**src/assert_macros.svh**
```systemverilog
// Assertion helpers shared by the RTL. Both use the local clk and rst.
`ifndef ASSERT_MACROS_SVH
`define ASSERT_MACROS_SVH

// Checked only outside reset
`define HPC_ASSERT_ON(label, prop, msg) \
  label: assert property (@(posedge clk) disable iff (rst) prop) else $error(msg);

// Checked at every edge, reset included
`define HPC_ASSERT_ALWAYS(label, prop, msg) \
  label: assert property (@(posedge clk) prop) else $error(msg);

`endif

```
**src/hpc_pkg.sv**
```systemverilog
`default_nettype none

package hpc_pkg;

  localparam int MAX_V        = 9;   // rows on the input beat
  localparam int ROW_W        = 9;   // bits per adjacency row
  localparam int COUNT_W      = 19;  // holds 9!
  localparam int GRP          = 4;   // terms added per partial sum
  localparam int DEF_VERTICES = 9;

  typedef logic [ROW_W-1:0]   row_t;
  typedef logic [COUNT_W-1:0] count_t;
  typedef logic [MAX_V-1:0][ROW_W-1:0] row_arr_t;

  typedef enum logic [2:0] {
    ST_IDLE,
    ST_RD,
    ST_ADD1,
    ST_ADD2,
    ST_FIN1,
    ST_FIN2
  } state_t;

  typedef struct packed {
    logic load;      // take rows, start at subset 1
    logic sum;       // register per-lane partial sums
    logic advance;   // write lane results, next subset
    logic fin_sum;   // partial sums of the full-set row
    logic load_out;  // total into output register
  } cmd_t;

  typedef struct packed {
    logic last;      // current subset is the full set
    logic out_free;  // output register can take a result
  } status_t;

endpackage

`default_nettype wire

```
**src/hpc_ctrl.sv**
```systemverilog
`default_nettype none

`include "assert_macros.svh"

module hpc_ctrl
  import hpc_pkg::*;
(
  input  wire logic    clk,
  input  wire logic    rst,
  input  wire logic    in_valid,
  output logic         in_ready,
  input  wire status_t status,
  output cmd_t         cmd
);

  state_t state;
  state_t state_next;

  always_ff @(posedge clk) begin
    if (rst) begin
      state <= ST_IDLE;
    end else begin
      state <= state_next;
    end
  end

  always_comb begin
    state_next = state;
    cmd        = '0;
    in_ready   = 1'b0;
    unique case (state)
      ST_IDLE: begin
        in_ready = 1'b1;
        if (in_valid) begin
          cmd.load   = 1'b1;
          state_next = ST_RD;
        end
      end
      ST_RD: begin
        state_next = ST_ADD1;
      end
      ST_ADD1: begin
        cmd.sum    = 1'b1;
        state_next = ST_ADD2;
      end
      ST_ADD2: begin
        cmd.advance = 1'b1;
        state_next  = status.last ? ST_FIN1 : ST_RD;
      end
      ST_FIN1: begin
        cmd.fin_sum = 1'b1;
        state_next  = ST_FIN2;
      end
      ST_FIN2: begin
        if (status.out_free) begin
          cmd.load_out = 1'b1;
          state_next   = ST_IDLE;
        end
      end
      default: begin
        state_next = ST_IDLE;
      end
    endcase
  end

  `HPC_ASSERT_ON(a_load_out_free, cmd.load_out |-> status.out_free, "result loaded over a pending beat")
  `HPC_ASSERT_ON(a_fin_after_last, state == ST_FIN1 |-> $past(state) == ST_ADD2 && $past(status.last), "final sum before full set")

endmodule

`default_nettype wire

```
**config.mk**
```make
export PLATFORM = sky130hd
export DESIGN_NAME = hpc_ctrl
export DESIGN_NICKNAME = d
export VERILOG_FILES = /design/src/hpc_pkg.sv /design/src/hpc_ctrl.sv
export VERILOG_INCLUDE_DIRS = /design/src /design/src/src
export SDC_FILE = /design/constraint.sdc
export NUM_CORES = 1
export LEC_CHECK = 0
export BUFFER_PORTS_ARGS = -buffer_cell sky130_fd_sc_hd__buf_2
export CAP_MARGIN = 5
export CORE_AREA = 2 2 39 41
export CTS_CLUSTER_DIAMETER = 40
export DETAILED_ROUTE_END_ITERATION = 12
export DIE_AREA = 0 0 41 43
export MAX_ROUTING_LAYER = met4
export PLACE_DENSITY = 0.35
export SLEW_MARGIN = 20
export SYNTH_ARGS = -nofsm -noshare
export SYNTH_HDL_FRONTEND = slang
export SYNTH_SLANG_ARGS = --single-unit
```
**constraint.sdc**
```tcl
create_clock -name clk -period 2.4 [get_ports clk]
set_input_delay 0.12 -clock clk [delete_from_list [all_inputs] [get_ports clk]]
set_output_delay 0.12 -clock clk [all_outputs]
set_load 0.02 [all_outputs]
```
==> results.tsv <==
stage	metric	value	unit
outcome	status	completed	
floorplanning	start_util	12.93	%
routing	drtIter0Drc	0	
timing	tightest_slew	0.2820	ns
timing	hold_viol	0	
power	vdd_drop_max	196.4	uV
timing	fin_worst_skew	0.0007126	ns
yosys	yosysSeqAreaShare	33.57	%
clock_tree	clk_latency	0.23	ns
setup_path	worstSetupPathType	reg -> out	
routing	drc	0	
timing	rsz0062_at_grt	no	
power	total_leakage_power	0.1250	nW
yosys	ys_ff_latch	3	
finish	syn_to_final_growth	51.05	%
finish	antenna_cells	0	
setup_path	cp_max_fo	6	
setup_path	end_kind	output pin	
finish	nets	43	
yosys	syn-mean-instance-area	7.455	um^2
power	seqPwrFrac	31.8	%
timing	fmax	799.9	MHz
clock_tree	h-tree-depth	1	
setup_path	crit_arrival	1.13	ns
finish	largest_registers	state: 3 flops	
yosys	syn-cell-area	178.9	um^2
clock_tree	numCtsBuffers	3	
global_routing	grt_use_total	6.173	%
clock_tree	cts_hold_buf	0	
yosys	synth_top_area_share	33.57	%
clock_tree	cts_tree	built	
clock_tree	cts-root-buf	clkbuf_4	
timing	drv_slew	0	
routing	detail-route-antenna-nets	0	
setup_path	start_kind	register	
global_routing	grt_pass1_vias	165	
power	power.internal	0.1542	mW
finish	drive_above_1_share	40.54	%
finish	regMostFlops	state	
run	cap_violations	0	
yosys	synth_area_leaders	dfxtp_1, a21oi_1, nand2b_1, nor2_1, nor3_1	
floorplanning	rows	14	
yosys	synth.distinct_cells	15	
power	power.clock.fraction	36.5	%
placed_design	place.gp.congestion	0.6006	
routing	viasPerCell	3.849	
yosys	synth_warnings	0	
timing	fin_crit_sh	52.09	%
global_routing	grt_overflow	0	
clock_tree	cts_sinks	3	
floorplanning	coreArea	1384	um^2
yosys	syn-num-nets	29	
timing	setup-violations-final	0	
finish	largest_reg_flops	3	
routing	num_vias	204	
global_routing	grt_antenna_before_repair	0	
timing	post-route-min-period	1.250	ns
floorplanning	num_io_pins	11	
clock_tree	cts.repair.resized	0	
placed_design	numPortBuffers	10	
yosys	synthCells	24	
power	p_per_area	880.5	nW/um^2
routing	wire_per_inst	7.755	um
yosys	synth.largest_area_cell	dfxtp_1	
power	combPwrFrac	31.7	%
power	switching_share	35.21	%
timing	final.setup.tns	0	ns
clock_tree	cts.clk_slew.worst_paths	0.04	ns
floorplanning	die_area	1763	um^2
floorplanning	dieHeight	43	um
setup_path	required	2.28	ns
clock_tree	clockBufferDepth	2	
clock_tree	cts_setup_buffers	0	
routing	first_pass_iters	1	
finish	fillers	156	
timing	slew_headroom	81.17	%
global_routing	grt_pass1_wl	634	um
routing	wl	411	um
worst_hold_path	hp-class	in -> reg	
global_routing	grt_max_degree	9	
power	net-switching-power	0.08378	mW
timing	timing.hold.ws	0.08994	ns
floorplanning	die_w	41	um
[cells in the final DEF (no fill, tap or decap)]
cell       n
inv_1      1
nor2_1     3
buf_2     10
and2_1     1
nor3_1     2
and3b_1    1
o21a_1     1
a32oi_1    1
nand2b_1   2
inv_2      1
nor3_2     1
nand2_1    2
dfxtp_1    3
clkbuf_4   3
clkbuf_1   1
xnor2_1    1
a21oi_1    3
[metrics by stage]
stage | area (um^2) | power, mW | worst slack [ns] | std cells | util [%]
2_1_floorplan | 178.9 | 0.1308 | 1.177 | 24 | -
3_3_place_gp | 244.0 | 0.1564 | 1.370 | 49 | 17.63
4_1_cts | 270.3 | 0.2436 | 1.134 | 53 | 19.53
5_1_grt | 270.3 | 0.2590 | 1.041 | 53 | 19.53
3_5_place_dp | 244.0 | 0.1531 | 1.385 | 49 | 17.63
6_report | 270.3 | 0.2380 | 1.150 | 53 | 19.53
[cell usage after synthesis, drive strengths merged]
library cell / number
and2: 1
a21oi: 3
and3b: 1
nand2b: 2
dfxtp: 3
inv: 2
a32oi: 1
buf: 1
nand2: 2
xnor2: 1
o21a: 1
nor3: 3
nor2: 3
[power by group through the flow]
stage,Clock [mW],Sequential (mW),Combinational (mW)
2_1_floorplan,0,0.0673,0.0635
3_3_place_gp,0,0.0781,0.0782
3_5_place_dp,0,0.0766,0.0765
4_1_cts,0.0911,0.0759,0.0766
5_1_grt,0.0942,0.0787,0.0861
6_report,0.0868,0.0757,0.0755
[cell type report]
cell class / count / area [um^2] / share of cell area (%)
sequential: 3 / 60.06 / 22.22
tap: 16 / 20.02 / 7.407
multi-input combinational: 18 / 106.4 / 39.35
inverter: 2 / 7.507 / 2.778
clock buffer: 4 / 26.28 / 9.722
timing repair buffer: 10 / 50.05 / 18.52
[cell families (layout without fill, tap and decap cells)]
logic type / Yosys count / after routing / synth area share [%]
xor gates and xnor gates: 1 / 1 / 4.896
and+or+nand+nor: 12 / 12 / 37.07
buffers and inverters: 3 / 16 / 6.986
DFF: 3 / 3 / 33.57
AOI/OAI and AO/OA: 5 / 5 / 17.48
[routing by layer]
layer	part of all wire, %	wire length, um	track usage [%]	up-vias
met5	0	0	-	-
met4	0	0	6.000	0
met3	13	52	4.712	0
met2	45	187	7.500	9
met1	42	171	5.788	88
li1	-	-	-	107
[worst max-delay path: stages, from the launching register on]
cell     delay (ns)
dfxtp_1        0.37
nor3_2         0.24
and2_1         0.14
buf_2          0.15
[worst paths after layout]
path	from	end	slack (ns)	depth (start not counted)
worst min-delay path	rst	state[2]$_SDFFE_PP0P_	0.09	2
worst max-delay path	state[1]$_SDFFE_PP0P_	cmd[4]	1.15	3
worst min register to register	state[2]$_SDFFE_PP0P_	state[1]$_SDFFE_PP0P_	0.59	1
worst max register to register	state[2]$_SDFFE_PP0P_	state[2]$_SDFFE_PP0P_	1.41	3
No activity file was read; power rests on OpenSTA's default activity.
